==> src/slx_pkg.sv <==
// slx_pkg: types, constants and helpers shared by the shell line lexer.
// No dependencies; compiled first.
`default_nettype none

package slx_pkg;

  // Default limits for the top-level parameters.
  localparam int TOKEN_LEN_MAX_DEF   = 255;
  localparam int TOKEN_COUNT_MAX_DEF = 1023;

  // Lower clamp bounds of the configuration values.
  localparam int TOKEN_LEN_MIN   = 3;
  localparam int TOKEN_COUNT_MIN = 1;

  // Configuration register indexes and reset values.
  localparam logic REG_MAX_TOKEN_LEN = 1'b0;
  localparam logic REG_TOKEN_CAP     = 1'b1;
  localparam logic [7:0] MAX_TOKEN_LEN_RST = 8'd100;
  localparam logic [9:0] TOKEN_CAP_RST     = 10'd1000;

  // Character codes.
  localparam logic [7:0] CH_GT     = 8'h3E;
  localparam logic [7:0] CH_LT     = 8'h3C;
  localparam logic [7:0] CH_AMP    = 8'h26;
  localparam logic [7:0] CH_PIPE   = 8'h7C;
  localparam logic [7:0] CH_DOLLAR = 8'h24;
  localparam logic [7:0] CH_DQUOTE = 8'h22;
  localparam logic [7:0] CH_SQUOTE = 8'h27;
  localparam logic [7:0] CH_BSLASH = 8'h5C;
  localparam logic [7:0] CH_SPACE  = 8'h20;
  localparam logic [7:0] CH_TAB    = 8'h09;
  localparam logic [7:0] CH_CR     = 8'h0D;
  localparam logic [7:0] CH_NUL    = 8'h00;

  // Error codes.
  localparam logic [1:0] ERR_NONE   = 2'd0;
  localparam logic [1:0] ERR_SQUOTE = 2'd1;
  localparam logic [1:0] ERR_DQUOTE = 2'd2;
  localparam logic [1:0] ERR_TOKENS = 2'd3;

  typedef enum logic [2:0] {
    MODE_IDLE   = 3'd0,
    MODE_WORD   = 3'd1,
    MODE_SQ     = 3'd2,
    MODE_DQ     = 3'd3,
    MODE_DQESC  = 3'd4,
    MODE_OPPEND = 3'd5,
    MODE_SKIP   = 3'd6
  } lex_mode_t;

  // Classified input byte, as held in the front queue.
  typedef struct packed {
    logic [7:0] char_in;
    logic       term;
    logic       ws;
    logic       op;
  } slx_item_t;

  // Effective (clamped) configuration.
  typedef struct packed {
    logic [7:0] len;
    logic [9:0] tokens;
  } slx_cfg_t;

  typedef struct packed {
    logic [7:0] out_byte;
    logic       has_byte;
    logic       token_end;
    logic       line_done;
    logic [1:0] error_code;
    logic       last_of_item;
  } slx_result_t;

  function automatic slx_result_t mk_result(logic [7:0] b, logic has, logic te,
                                            logic done, logic [1:0] err);
    slx_result_t r;
    r.out_byte     = b;
    r.has_byte     = has;
    r.token_end    = te;
    r.line_done    = done;
    r.error_code   = err;
    r.last_of_item = 1'b0;
    return r;
  endfunction

endpackage

`default_nettype wire

==> src/slx_if.sv <==
// slx_in_if / slx_out_if: valid/ready channels of the shell line lexer.
// No dependencies.
`default_nettype none

interface slx_in_if;
  logic       valid;
  logic       ready;
  logic [7:0] char_in;
  logic       end_of_line;

  modport source(output valid, char_in, end_of_line, input ready);
  modport sink(input valid, char_in, end_of_line, output ready);
endinterface

interface slx_out_if;
  logic       valid;
  logic       ready;
  logic [7:0] out_byte;
  logic       has_byte;
  logic       token_end;
  logic       line_done;
  logic [1:0] error_code;
  logic       last_of_item;

  modport source(output valid, out_byte, has_byte, token_end, line_done,
                 error_code, last_of_item, input ready);
  modport sink(input valid, out_byte, has_byte, token_end, line_done,
               error_code, last_of_item, output ready);
endinterface

`default_nettype wire

==> src/slx_front.sv <==
// slx_front: accepts input bytes, classifies them and queues them (2 deep).
// Depends on slx_pkg and slx_in_if.
`default_nettype none

module slx_front (
  input  wire logic                clk,
  input  wire logic                rst,
  slx_in_if.sink                   in_ch,
  output logic                     q_valid,
  output slx_pkg::slx_item_t       q_item,
  input  wire logic                q_pop
);

  slx_pkg::slx_item_t item_new;
  slx_pkg::slx_item_t slots [2];
  logic       wr_ptr;
  logic       rd_ptr;
  logic [1:0] count;
  logic       push;

  always_comb begin
    item_new.char_in = in_ch.char_in;
    item_new.term    = in_ch.end_of_line || (in_ch.char_in == slx_pkg::CH_NUL);
    item_new.ws      = in_ch.char_in inside {slx_pkg::CH_SPACE,
                                             [slx_pkg::CH_TAB:slx_pkg::CH_CR]};
    item_new.op      = in_ch.char_in inside {slx_pkg::CH_GT, slx_pkg::CH_LT,
                                             slx_pkg::CH_AMP, slx_pkg::CH_PIPE,
                                             slx_pkg::CH_DOLLAR};
  end

  assign in_ch.ready = (count != 2'd2);
  assign push        = in_ch.valid && in_ch.ready;
  assign q_valid     = (count != 2'd0);
  assign q_item      = slots[rd_ptr];

  always_ff @(posedge clk) begin
    if (rst) begin
      wr_ptr <= 1'b0;
      rd_ptr <= 1'b0;
      count  <= 2'd0;
    end else begin
      if (push) wr_ptr <= ~wr_ptr;
      if (q_pop) rd_ptr <= ~rd_ptr;
      count <= count + {1'b0, push} - {1'b0, q_pop};
    end
  end

  always_ff @(posedge clk) begin
    if (push) slots[wr_ptr] <= item_new;
  end

endmodule

`default_nettype wire

==> src/slx_back.sv <==
// slx_back: lexer state machine plus a 2-entry result buffer.
// Depends on slx_pkg and slx_out_if.
`default_nettype none

module slx_back (
  input  wire logic                clk,
  input  wire logic                rst,
  input  wire slx_pkg::slx_cfg_t   cfg,
  input  wire logic                q_valid,
  input  wire slx_pkg::slx_item_t  q_item,
  output logic                     q_pop,
  slx_out_if.source                out_ch
);

  // lexer state
  slx_pkg::lex_mode_t lex_mode, lex_mode_next;
  logic [7:0] token_length, token_length_next;
  logic [9:0] token_count, token_count_next;
  logic [7:0] pending_operator, pending_operator_next;

  // token start helper
  logic               st_emit;
  slx_pkg::slx_result_t st_res;
  slx_pkg::lex_mode_t st_mode;
  logic [7:0]         st_len;
  logic [7:0]         st_pend;
  logic [9:0]         st_cnt;

  // results of the head item
  slx_pkg::slx_result_t res0, res1;
  logic [1:0]         n_res;

  logic [7:0] c;
  logic [7:0] word_lim;
  logic [7:0] len_inc;
  logic       word_end;
  logic       quote_full;
  logic       tok_full;

  // output buffer
  slx_pkg::slx_result_t slots [2];
  slx_pkg::slx_result_t slot0_next, slot1_next;
  logic [1:0] cnt, cnt_next, base;
  logic       pop;

  assign c          = q_item.char_in;
  assign word_lim   = cfg.len - 8'd1;
  assign len_inc    = token_length + 8'd1;
  assign word_end   = (len_inc >= word_lim);
  assign quote_full = ({1'b0, token_length} + 9'd2) >= {1'b0, cfg.len};
  assign tok_full   = (token_count >= cfg.tokens);

  // first byte of a token, lexed from between tokens
  always_comb begin
    st_emit = 1'b0;
    st_res  = slx_pkg::mk_result(8'd0, 1'b0, 1'b0, 1'b0, slx_pkg::ERR_NONE);
    st_mode = slx_pkg::MODE_IDLE;
    st_len  = 8'd0;
    st_pend = pending_operator;
    st_cnt  = token_count;
    if (tok_full) begin
      st_emit = 1'b1;
      st_res  = slx_pkg::mk_result(8'd0, 1'b0, 1'b0, 1'b0, slx_pkg::ERR_TOKENS);
      st_mode = slx_pkg::MODE_SKIP;
    end else begin
      st_cnt = token_count + 10'd1;
      if (c == slx_pkg::CH_DQUOTE) begin
        st_mode = slx_pkg::MODE_DQ;
      end else if (c == slx_pkg::CH_SQUOTE) begin
        st_mode = slx_pkg::MODE_SQ;
      end else if (q_item.op) begin
        st_emit = 1'b1;
        if (c == slx_pkg::CH_DOLLAR) begin
          st_res = slx_pkg::mk_result(c, 1'b1, 1'b1, 1'b0, slx_pkg::ERR_NONE);
        end else begin
          st_res  = slx_pkg::mk_result(c, 1'b1, 1'b0, 1'b0, slx_pkg::ERR_NONE);
          st_len  = 8'd1;
          st_pend = c;
          st_mode = slx_pkg::MODE_OPPEND;
        end
      end else begin
        st_emit = 1'b1;
        if (8'd1 >= word_lim) begin
          st_res = slx_pkg::mk_result(c, 1'b1, 1'b1, 1'b0, slx_pkg::ERR_NONE);
        end else begin
          st_res  = slx_pkg::mk_result(c, 1'b1, 1'b0, 1'b0, slx_pkg::ERR_NONE);
          st_len  = 8'd1;
          st_mode = slx_pkg::MODE_WORD;
        end
      end
    end
  end

  // next state
  always_comb begin
    lex_mode_next         = lex_mode;
    token_length_next     = token_length;
    token_count_next      = token_count;
    pending_operator_next = pending_operator;
    if (q_item.term) begin
      lex_mode_next     = slx_pkg::MODE_IDLE;
      token_length_next = 8'd0;
      token_count_next  = 10'd0;
    end else begin
      case (lex_mode)
        slx_pkg::MODE_WORD: begin
          if (q_item.ws) begin
            lex_mode_next     = slx_pkg::MODE_IDLE;
            token_length_next = 8'd0;
          end else if (q_item.op) begin
            lex_mode_next         = st_mode;
            token_length_next     = st_len;
            token_count_next      = st_cnt;
            pending_operator_next = st_pend;
          end else if (word_end) begin
            lex_mode_next     = slx_pkg::MODE_IDLE;
            token_length_next = 8'd0;
          end else begin
            token_length_next = len_inc;
          end
        end
        slx_pkg::MODE_SQ, slx_pkg::MODE_DQ, slx_pkg::MODE_DQESC: begin
          if ((lex_mode == slx_pkg::MODE_SQ && c == slx_pkg::CH_SQUOTE) ||
              (lex_mode == slx_pkg::MODE_DQ && c == slx_pkg::CH_DQUOTE)) begin
            lex_mode_next     = slx_pkg::MODE_IDLE;
            token_length_next = 8'd0;
          end else if (lex_mode == slx_pkg::MODE_DQ && c == slx_pkg::CH_BSLASH) begin
            lex_mode_next = slx_pkg::MODE_DQESC;
          end else if (quote_full) begin
            lex_mode_next     = slx_pkg::MODE_SKIP;
            token_length_next = 8'd0;
          end else begin
            token_length_next = len_inc;
            if (lex_mode == slx_pkg::MODE_DQESC) lex_mode_next = slx_pkg::MODE_DQ;
          end
        end
        slx_pkg::MODE_OPPEND: begin
          if (c == pending_operator || q_item.ws) begin
            lex_mode_next     = slx_pkg::MODE_IDLE;
            token_length_next = 8'd0;
          end else begin
            lex_mode_next         = st_mode;
            token_length_next     = st_len;
            token_count_next      = st_cnt;
            pending_operator_next = st_pend;
          end
        end
        slx_pkg::MODE_SKIP: begin
        end
        default: begin
          // idle; unused codes lex as idle
          lex_mode_next     = slx_pkg::MODE_IDLE;
          token_length_next = 8'd0;
          if (!q_item.ws) begin
            lex_mode_next         = st_mode;
            token_length_next     = st_len;
            token_count_next      = st_cnt;
            pending_operator_next = st_pend;
          end
        end
      endcase
    end
  end

  // results of the head item
  always_comb begin
    res0  = slx_pkg::mk_result(8'd0, 1'b0, 1'b1, 1'b0, slx_pkg::ERR_NONE);
    res1  = st_res;
    n_res = 2'd0;
    if (q_item.term) begin
      n_res = 2'd1;
      case (lex_mode)
        slx_pkg::MODE_WORD, slx_pkg::MODE_OPPEND:
          res0 = slx_pkg::mk_result(8'd0, 1'b0, 1'b1, 1'b1, slx_pkg::ERR_NONE);
        slx_pkg::MODE_SQ:
          res0 = slx_pkg::mk_result(8'd0, 1'b0, 1'b0, 1'b1, slx_pkg::ERR_SQUOTE);
        slx_pkg::MODE_DQ, slx_pkg::MODE_DQESC:
          res0 = slx_pkg::mk_result(8'd0, 1'b0, 1'b0, 1'b1, slx_pkg::ERR_DQUOTE);
        default:
          res0 = slx_pkg::mk_result(8'd0, 1'b0, 1'b0, 1'b1, slx_pkg::ERR_NONE);
      endcase
    end else begin
      case (lex_mode)
        slx_pkg::MODE_WORD: begin
          if (q_item.ws) begin
            n_res = 2'd1;
          end else if (q_item.op) begin
            n_res = st_emit ? 2'd2 : 2'd1;
          end else begin
            n_res = 2'd1;
            res0  = slx_pkg::mk_result(c, 1'b1, word_end, 1'b0, slx_pkg::ERR_NONE);
          end
        end
        slx_pkg::MODE_SQ, slx_pkg::MODE_DQ, slx_pkg::MODE_DQESC: begin
          if ((lex_mode == slx_pkg::MODE_SQ && c == slx_pkg::CH_SQUOTE) ||
              (lex_mode == slx_pkg::MODE_DQ && c == slx_pkg::CH_DQUOTE)) begin
            n_res = 2'd1;
          end else if (lex_mode == slx_pkg::MODE_DQ && c == slx_pkg::CH_BSLASH) begin
            n_res = 2'd0;
          end else if (quote_full) begin
            n_res = 2'd1;
            res0  = slx_pkg::mk_result(8'd0, 1'b0, 1'b0, 1'b0,
                                       (lex_mode == slx_pkg::MODE_SQ) ?
                                       slx_pkg::ERR_SQUOTE : slx_pkg::ERR_DQUOTE);
          end else begin
            n_res = 2'd1;
            res0  = slx_pkg::mk_result(c, 1'b1, 1'b0, 1'b0, slx_pkg::ERR_NONE);
          end
        end
        slx_pkg::MODE_OPPEND: begin
          if (c == pending_operator) begin
            n_res = 2'd1;
            res0  = slx_pkg::mk_result(c, 1'b1, 1'b1, 1'b0, slx_pkg::ERR_NONE);
          end else if (q_item.ws || !st_emit) begin
            n_res = 2'd1;
          end else begin
            n_res = 2'd2;
          end
        end
        slx_pkg::MODE_SKIP: begin
          n_res = 2'd0;
        end
        default: begin
          res0  = st_res;
          n_res = (!q_item.ws && st_emit) ? 2'd1 : 2'd0;
        end
      endcase
    end
    if (n_res == 2'd1) res0.last_of_item = 1'b1;
    if (n_res == 2'd2) res1.last_of_item = 1'b1;
  end

  // result buffer: the head item is taken once its results fit
  assign pop   = out_ch.valid && out_ch.ready;
  assign base  = cnt - {1'b0, pop};
  assign q_pop = q_valid && (({1'b0, base} + {1'b0, n_res}) <= 3'd2);

  always_comb begin
    slot0_next = pop ? slots[1] : slots[0];
    slot1_next = slots[1];
    cnt_next   = base;
    if (q_pop) begin
      cnt_next = base + n_res;
      if (base == 2'd0) begin
        if (n_res != 2'd0) slot0_next = res0;
        if (n_res == 2'd2) slot1_next = res1;
      end else begin
        if (n_res != 2'd0) slot1_next = res0;
      end
    end
  end

  always_ff @(posedge clk) begin
    if (rst) begin
      lex_mode         <= slx_pkg::MODE_IDLE;
      token_length     <= 8'd0;
      token_count      <= 10'd0;
      pending_operator <= 8'd0;
      cnt              <= 2'd0;
    end else begin
      cnt <= cnt_next;
      if (q_pop) begin
        lex_mode         <= lex_mode_next;
        token_length     <= token_length_next;
        token_count      <= token_count_next;
        pending_operator <= pending_operator_next;
      end
    end
  end

  always_ff @(posedge clk) begin
    slots[0] <= slot0_next;
    slots[1] <= slot1_next;
  end

  assign out_ch.valid        = (cnt != 2'd0);
  assign out_ch.out_byte     = slots[0].out_byte;
  assign out_ch.has_byte     = slots[0].has_byte;
  assign out_ch.token_end    = slots[0].token_end;
  assign out_ch.line_done    = slots[0].line_done;
  assign out_ch.error_code   = slots[0].error_code;
  assign out_ch.last_of_item = slots[0].last_of_item;

endmodule

`default_nettype wire

==> src/shell_line_lexer.sv <==
// shell_line_lexer: streaming shell command-line tokenizer, top level.
// Depends on slx_pkg, slx_if, slx_front and slx_back.
//
// Bytes of one command line come in on in_ch, one byte per transaction, and
// the line is closed by a transaction with end_of_line set (a NUL byte also
// ends the line). Tokens go out on out_ch as a stream of byte transactions;
// token_end marks the end of a token, line_done the end of the line, and
// error_code flags a bad quote or too many tokens, after which the rest of
// the line is skipped. last_of_item marks the final output transaction that
// a given input byte caused. Throughput is one byte per clock while
// out_ch.ready stays high and each byte produces at most one output
// transaction; a byte that produces two (a word closed by an operator, or a
// pending operator closed by a byte other than a quote, whitespace or itself)
// needs both entries of the 2-entry output buffer, so it is taken only once
// the buffer is empty. The first result of a received byte passes through the
// 2-deep input queue and then the output buffer register. in_ch.ready depends
// only on the queue fill, so an output stall reaches the input via a full queue.
// Write the token length limit (index 0) and the token count limit (index 1)
// only while idle; out-of-range values are clamped to [3, TOKEN_LEN_MAX] and
// [1, TOKEN_COUNT_MAX].
`default_nettype none

module shell_line_lexer #(
  parameter int TOKEN_LEN_MAX   = slx_pkg::TOKEN_LEN_MAX_DEF,
  parameter int TOKEN_COUNT_MAX = slx_pkg::TOKEN_COUNT_MAX_DEF
) (
  input  wire logic       clk,
  input  wire logic       rst,
  input  wire logic       cfg_we,
  input  wire logic       cfg_index,
  input  wire logic [9:0] cfg_data,
  slx_in_if.sink          in_ch,
  slx_out_if.source       out_ch
);

  // raw configuration registers
  logic [7:0] max_token_len;
  logic [9:0] token_cap;

  slx_pkg::slx_cfg_t  cfg;
  logic               q_valid;
  slx_pkg::slx_item_t q_item;
  logic               q_pop;

  always_ff @(posedge clk) begin
    if (rst) begin
      max_token_len <= slx_pkg::MAX_TOKEN_LEN_RST;
      token_cap     <= slx_pkg::TOKEN_CAP_RST;
    end else if (cfg_we) begin
      case (cfg_index)
        slx_pkg::REG_MAX_TOKEN_LEN: max_token_len <= cfg_data[7:0];
        slx_pkg::REG_TOKEN_CAP:     token_cap     <= cfg_data;
        default: ;
      endcase
    end
  end

  // clamp into the supported ranges
  always_comb begin
    cfg.len = max_token_len;
    if (max_token_len < 8'(slx_pkg::TOKEN_LEN_MIN))
      cfg.len = 8'(slx_pkg::TOKEN_LEN_MIN);
    else if (max_token_len > 8'(TOKEN_LEN_MAX))
      cfg.len = 8'(TOKEN_LEN_MAX);
    cfg.tokens = token_cap;
    if (token_cap < 10'(slx_pkg::TOKEN_COUNT_MIN))
      cfg.tokens = 10'(slx_pkg::TOKEN_COUNT_MIN);
    else if (token_cap > 10'(TOKEN_COUNT_MAX))
      cfg.tokens = 10'(TOKEN_COUNT_MAX);
  end

  // front: take and classify bytes, queue them
  slx_front u_front (
    .clk     (clk),
    .rst     (rst),
    .in_ch   (in_ch),
    .q_valid (q_valid),
    .q_item  (q_item),
    .q_pop   (q_pop)
  );

  // back: lexer state machine and output buffer
  slx_back u_back (
    .clk     (clk),
    .rst     (rst),
    .cfg     (cfg),
    .q_valid (q_valid),
    .q_item  (q_item),
    .q_pop   (q_pop),
    .out_ch  (out_ch)
  );

  // back never takes from an empty queue
  a_pop_valid: assert property (@(posedge clk) disable iff (rst)
    q_pop |-> q_valid)
    else $error("queue popped while empty");

  // a full input queue stalls the input only while an item waits for the back
  a_stall_has_item: assert property (@(posedge clk) disable iff (rst)
    !in_ch.ready |-> q_valid)
    else $error("input stalled with empty queue");

  // end of line is always the last result of its byte
  a_done_last: assert property (@(posedge clk) disable iff (rst)
    (out_ch.valid && out_ch.line_done) |-> out_ch.last_of_item)
    else $error("line_done result not last of item");

  // error results carry no token byte
  a_err_nobyte: assert property (@(posedge clk) disable iff (rst)
    (out_ch.valid && out_ch.error_code != slx_pkg::ERR_NONE) |-> !out_ch.has_byte)
    else $error("error result with token byte");

endmodule

`default_nettype wire
==> src/flat_wrapper.sv <==
// flat-port wrapper written by rule: the top's interface ports become plain ports
module shell_line_lexer_flat 
#(
  parameter int TOKEN_LEN_MAX   = slx_pkg::TOKEN_LEN_MAX_DEF,
  parameter int TOKEN_COUNT_MAX = slx_pkg::TOKEN_COUNT_MAX_DEF
)
  (clk, rst, cfg_we, cfg_index, cfg_data, in_ch_valid, in_ch_char_in, in_ch_end_of_line, in_ch_ready, out_ch_valid, out_ch_out_byte, out_ch_has_byte, out_ch_token_end, out_ch_line_done, out_ch_error_code, out_ch_last_of_item, out_ch_ready);
  slx_in_if in_ch_i ();
  slx_out_if out_ch_i ();
  input  wire logic clk;
  input  wire logic rst;
  input  wire logic cfg_we;
  input  wire logic cfg_index;
  input  wire logic [9:0] cfg_data;
  input wire logic [$bits(in_ch_i.valid)-1:0] in_ch_valid;
  input wire logic [$bits(in_ch_i.char_in)-1:0] in_ch_char_in;
  input wire logic [$bits(in_ch_i.end_of_line)-1:0] in_ch_end_of_line;
  output wire logic [$bits(in_ch_i.ready)-1:0] in_ch_ready;
  output wire logic [$bits(out_ch_i.valid)-1:0] out_ch_valid;
  output wire logic [$bits(out_ch_i.out_byte)-1:0] out_ch_out_byte;
  output wire logic [$bits(out_ch_i.has_byte)-1:0] out_ch_has_byte;
  output wire logic [$bits(out_ch_i.token_end)-1:0] out_ch_token_end;
  output wire logic [$bits(out_ch_i.line_done)-1:0] out_ch_line_done;
  output wire logic [$bits(out_ch_i.error_code)-1:0] out_ch_error_code;
  output wire logic [$bits(out_ch_i.last_of_item)-1:0] out_ch_last_of_item;
  input wire logic [$bits(out_ch_i.ready)-1:0] out_ch_ready;
  assign in_ch_i.valid = in_ch_valid;
  assign in_ch_i.char_in = in_ch_char_in;
  assign in_ch_i.end_of_line = in_ch_end_of_line;
  assign in_ch_ready = in_ch_i.ready;
  assign out_ch_valid = out_ch_i.valid;
  assign out_ch_out_byte = out_ch_i.out_byte;
  assign out_ch_has_byte = out_ch_i.has_byte;
  assign out_ch_token_end = out_ch_i.token_end;
  assign out_ch_line_done = out_ch_i.line_done;
  assign out_ch_error_code = out_ch_i.error_code;
  assign out_ch_last_of_item = out_ch_i.last_of_item;
  assign out_ch_i.ready = out_ch_ready;
  shell_line_lexer #(.TOKEN_LEN_MAX(TOKEN_LEN_MAX), .TOKEN_COUNT_MAX(TOKEN_COUNT_MAX)) u_core (.clk(clk), .rst(rst), .cfg_we(cfg_we), .cfg_index(cfg_index), .cfg_data(cfg_data), .in_ch(in_ch_i), .out_ch(out_ch_i));
endmodule
==> config.mk <==
export PLATFORM = sky130hd
export DESIGN_NAME = shell_line_lexer_flat
export DESIGN_NICKNAME = d
export VERILOG_FILES = /design/src/slx_pkg.sv /design/src/slx_if.sv /design/src/slx_front.sv /design/src/slx_back.sv /design/src/shell_line_lexer.sv /design/src/flat_wrapper.sv
export SDC_FILE = /design/constraint.sdc
export NUM_CORES = 1
export LEC_CHECK = 0
export BUFFER_PORTS_ARGS = -buffer_cell sky130_fd_sc_hd__buf_4
export CAP_MARGIN = 5
export CORE_ASPECT_RATIO = 0.6
export CORE_UTILIZATION = 30
export DETAILED_ROUTE_END_ITERATION = 7
export PLACE_DENSITY = 0.41
export SYNTH_ARGS = -nofsm -noshare
export SYNTH_HDL_FRONTEND = slang
export SYNTH_SLANG_ARGS = --single-unit
==> constraint.sdc <==
create_clock -name clk -period 5.7 [get_ports clk]
set_input_delay 0.285 -clock clk [delete_from_list [all_inputs] [get_ports clk]]
set_output_delay 0.285 -clock clk [all_outputs]
set_load 0.02 [all_outputs]
==> flow_summary.json <==
{
  "status": "finished clean",
  "cts_tree": "built",
  "start_kind": "flop",
  "dieWidth_um": 187,
  "maxCapViolCount": 0,
  "hold_end": "u_core.u_front.slots[0][10]",
  "critPathBufInv": 2,
  "critPathTopFamily": "compound AO/OA/AOI/OAI gates",
  "fmax_mhz": 199,
  "hold-path-cell-count": 1,
  "cts_buffers": 9,
  "crit_chain": "mux2i_2 > xnor2_1 > o211ai_2 > nor3_1 > mux2i_1 > and2_1 > inv_1 > ha_1 > fa_1 > a211o_1 > inv_2 > nand2_1 > a31o_2 > o41ai_1",
  "avgSynthCellArea_um2": 9.14,
  "port_buffers": 40,
  "vias": 4997,
  "cts_sinks": 104,
  "die_area_mm2": 0.0212,
  "htreeDepth": 3,
  "grt_max_degree": 47,
  "core_mm2": 0.0201,
  "rows": 40,
  "synth.distinct_cells": 71,
  "rsz0062_at_grt": "no",
  "synth.area.top_cells": "dfxtp_1, edfxtp_1, ha_1",
  "syn_inst": 675,
  "cp_data_arrival_time_ns": 5.24,
  "hold_viol_final": 0,
  "synth_edf_count": 36,
  "slew_headroom_pct": 34.9,
  "holdCritStartpoint": "in_ch_char_in[7]",
  "synth.most_common_cell": "nand2_1",
  "n_fill_cell": 2038,
  "synthesis.nets": 735,
  "start_util_pct": 30.8,
  "clk_pin_slew_ns": 0.07,
  "dp_hpwl_um": 12800,
  "fin_crit_ns": 5.02,
  "synth_top_area_share_pct": 22.1,
  "cts_resized": 0,
  "fin_skew_ns": 0.0111,
  "crit_slowest_cell": "dfxtp_1",
  "vdd_ir_drop_max_mv": 0.210,
  "layout-drive-gt1-share_pct": 14.7,
  "fin_setup_tns_ns": 0,
  "via_per_inst": 5.12,
  "clockRootBuffer": "clkbuf_16",
  "critPathMaxFanout": 25,
  "path_depth": 14,
  "final_nets": 758,
  "cp-end-kind": "flop",
  "leakage_nw": 2.79,
  "setup_viol": 0,
  "synth_seq_area_share_pct": 39.6,
  "cp_data_required_time_ns": 5.92,
  "tightest_slew_ns": 0.975,
  "wl_per_cell_um": 16.8,
  "timing.rr.end": "u_core.u_back.slots[0][9]",
  "wl_um": 16400,
  "drt_iter0_drc": 430,
  "drv_slew": 0,
  "area_delta_synth_final_pct": 12.7,
  "drc": 0,
  "synth_commonest_cells": "nand2_1, dfxtp_1, nor2_1",
  "gr-usage-all-layers_pct": 16.1,
  "clockBufferDepth": 2,
  "r2r_cells": 14,
  "post_cts_buffers": 0,
  "async_flop_share_pct": 0,
  "crit_type": "flop to flop",
  "syn-cell-area_mm2": 0.00617,
  "netlist.top_cell.by_area": "dfxtp_1",
  "ff2ff_setup_slack_ns": 0.68,
  "cts_hold_buf": 0,
  "place.gp.congestion": 0.928,
  "insertion_delay_ns": 0.36,
  "p_per_area_mw_per_mm2": 412,
  "grt-ovfl-total": 0,
  "ys_ff_latch": 104,
  "fin_crit_sh_pct": 88.1,
  "detail-route-antenna-nets": 0,
  "synth_warnings": 0,
  "antennaDiodeCount": 0,
  "hold_slack_ns": 0.143,
  "grt_pass1_wl_um": 26400,
  "grt_pass1_vias": 4674,
  "antenna_found_initial": 0,
  "hold_class": "input port to flop",
  "ios": 41,
  "drtPass1Iterations": 6,
  "die_h_um": 113,
  "synthFlopType": "dfxtp_1",
  "critPathMaxStageDelay_ns": 0.97
}
==> routing by layer <==
metal / track usage [%] / wire length (um) / vias to the layer above
met5: 0 / 0 / -
met3: 3.66 / 957 / 16
met2: 20.0 / 5840 / 142
li1: - / - / 2492
met4: 3.93 / 186 / 0
met1: 26.4 / 9460 / 2347
==> through the flow <==
step	std cells	utilization (%)	total power, mW	area [um2]	worst slack (ns)
4_1_cts	976	34.7	2.88	6960	0.701
2_1_floorplan	675	-	1.93	6170	1.37
5_1_grt	976	34.7	3.06	6960	0.228
3_5_place_dp	960	33.2	2.27	6670	0.735
6_report	976	34.7	2.86	6960	0.679
3_3_place_gp	960	33.2	2.26	6670	0.866
==> kinds of logic (layout without fill, tap and decap cells) <==
group           after synthesis  after routing  share of synthesized area [%]
simple gates                245            245                           19.2
compound gates              157            157                           18.3
flops                       104            104                           39.6
buf+inv                      71             99                           5.33
fa+ha+maj                    35             35                           7.22
mux                          32             32                           5.78
xor+xnor                     31             31                           4.52
==> report_power, final <==
part	switching, mW	internal, mW	total, mW
Clock	0.282	0.321	0.603
Combinational	0.736	0.461	1.20
Sequential	0.107	0.956	1.06
==> final cells by class <==
class / count / area (um2) / share of cell area [%]
clock buffers: 12 / 256 / 3.69
repair buffers: 47 / 353 / 5.07
clock inverters: 4 / 26.3 / 0.378
well taps: 273 / 342 / 4.91
flip-flops and latches: 104 / 2440 / 35.1
inverters: 36 / 135 / 1.94
multi-input cells: 500 / 3400 / 48.9
==> how the worst max path moves through the flow <==
stage,from,to,slack (ns)
finish,flop,u_core.u_back.slots[0][9],0.68
global route,flop,u_core.u_back.slots[0][9],0.23
CTS,flop,u_core.u_back.slots[0][9],0.70
detailed placement,flop,u_core.u_back.slots[0][9],0.73
global placement,flop,u_core.u_back.pending_operator[4],0.87
floorplan,u_core.token_cap[6],u_core.u_back.slots[0][14],1.37
==> cells in the final DEF, fill, tap and decap left out, types with 11 or more instances in the layout <==
master,Yosys,routed
ha_1,34,34
nor2_1,63,63
nand2_1,77,77
mux2_2,16,16
nand3_1,18,18
mux2i_1,14,14
nor3_1,13,13
dfxtp_1,68,68
o21ai_0,26,26
xnor2_1,26,26
a211oi_1,12,12
buf_4,10,47
edfxtp_1,36,36
inv_1,35,35
nand2b_1,12,12
a21oi_1,37,37
and3_1,11,11
a211o_1,11,11
==> worst register-to-register path, cell delays in order, from the launching register on <==
cell and delay [ns]:
dfxtp_1 0.97, mux2i_2 0.59, xnor2_1 0.19, o211ai_2 0.17
nor3_1 0.28, mux2i_1 0.26, and2_1 0.22, inv_1 0.06
ha_1 0.21, fa_1 0.47, a211o_1 0.30, inv_2 0.19
nand2_1 0.15, a31o_2 0.41, o41ai_1 0.42
==> state kept, by name, indices dropped and copies added (netlist names), named ones only <==
name                            flops
u_core.u_back.pending_operator      8
u_core.u_front.wr_ptr               1
u_core.u_front.rd_ptr               1
u_core.u_back.token_length          8
u_core.u_front.count                2
u_core.token_cap                   10
u_core.max_token_len                8
u_core.u_back.lex_mode              3
u_core.u_back.token_count          10
u_core.u_front.slots               22
u_core.u_back.cnt                   2
u_core.u_back.slots                28
Power figures use the tool's default switching activity.
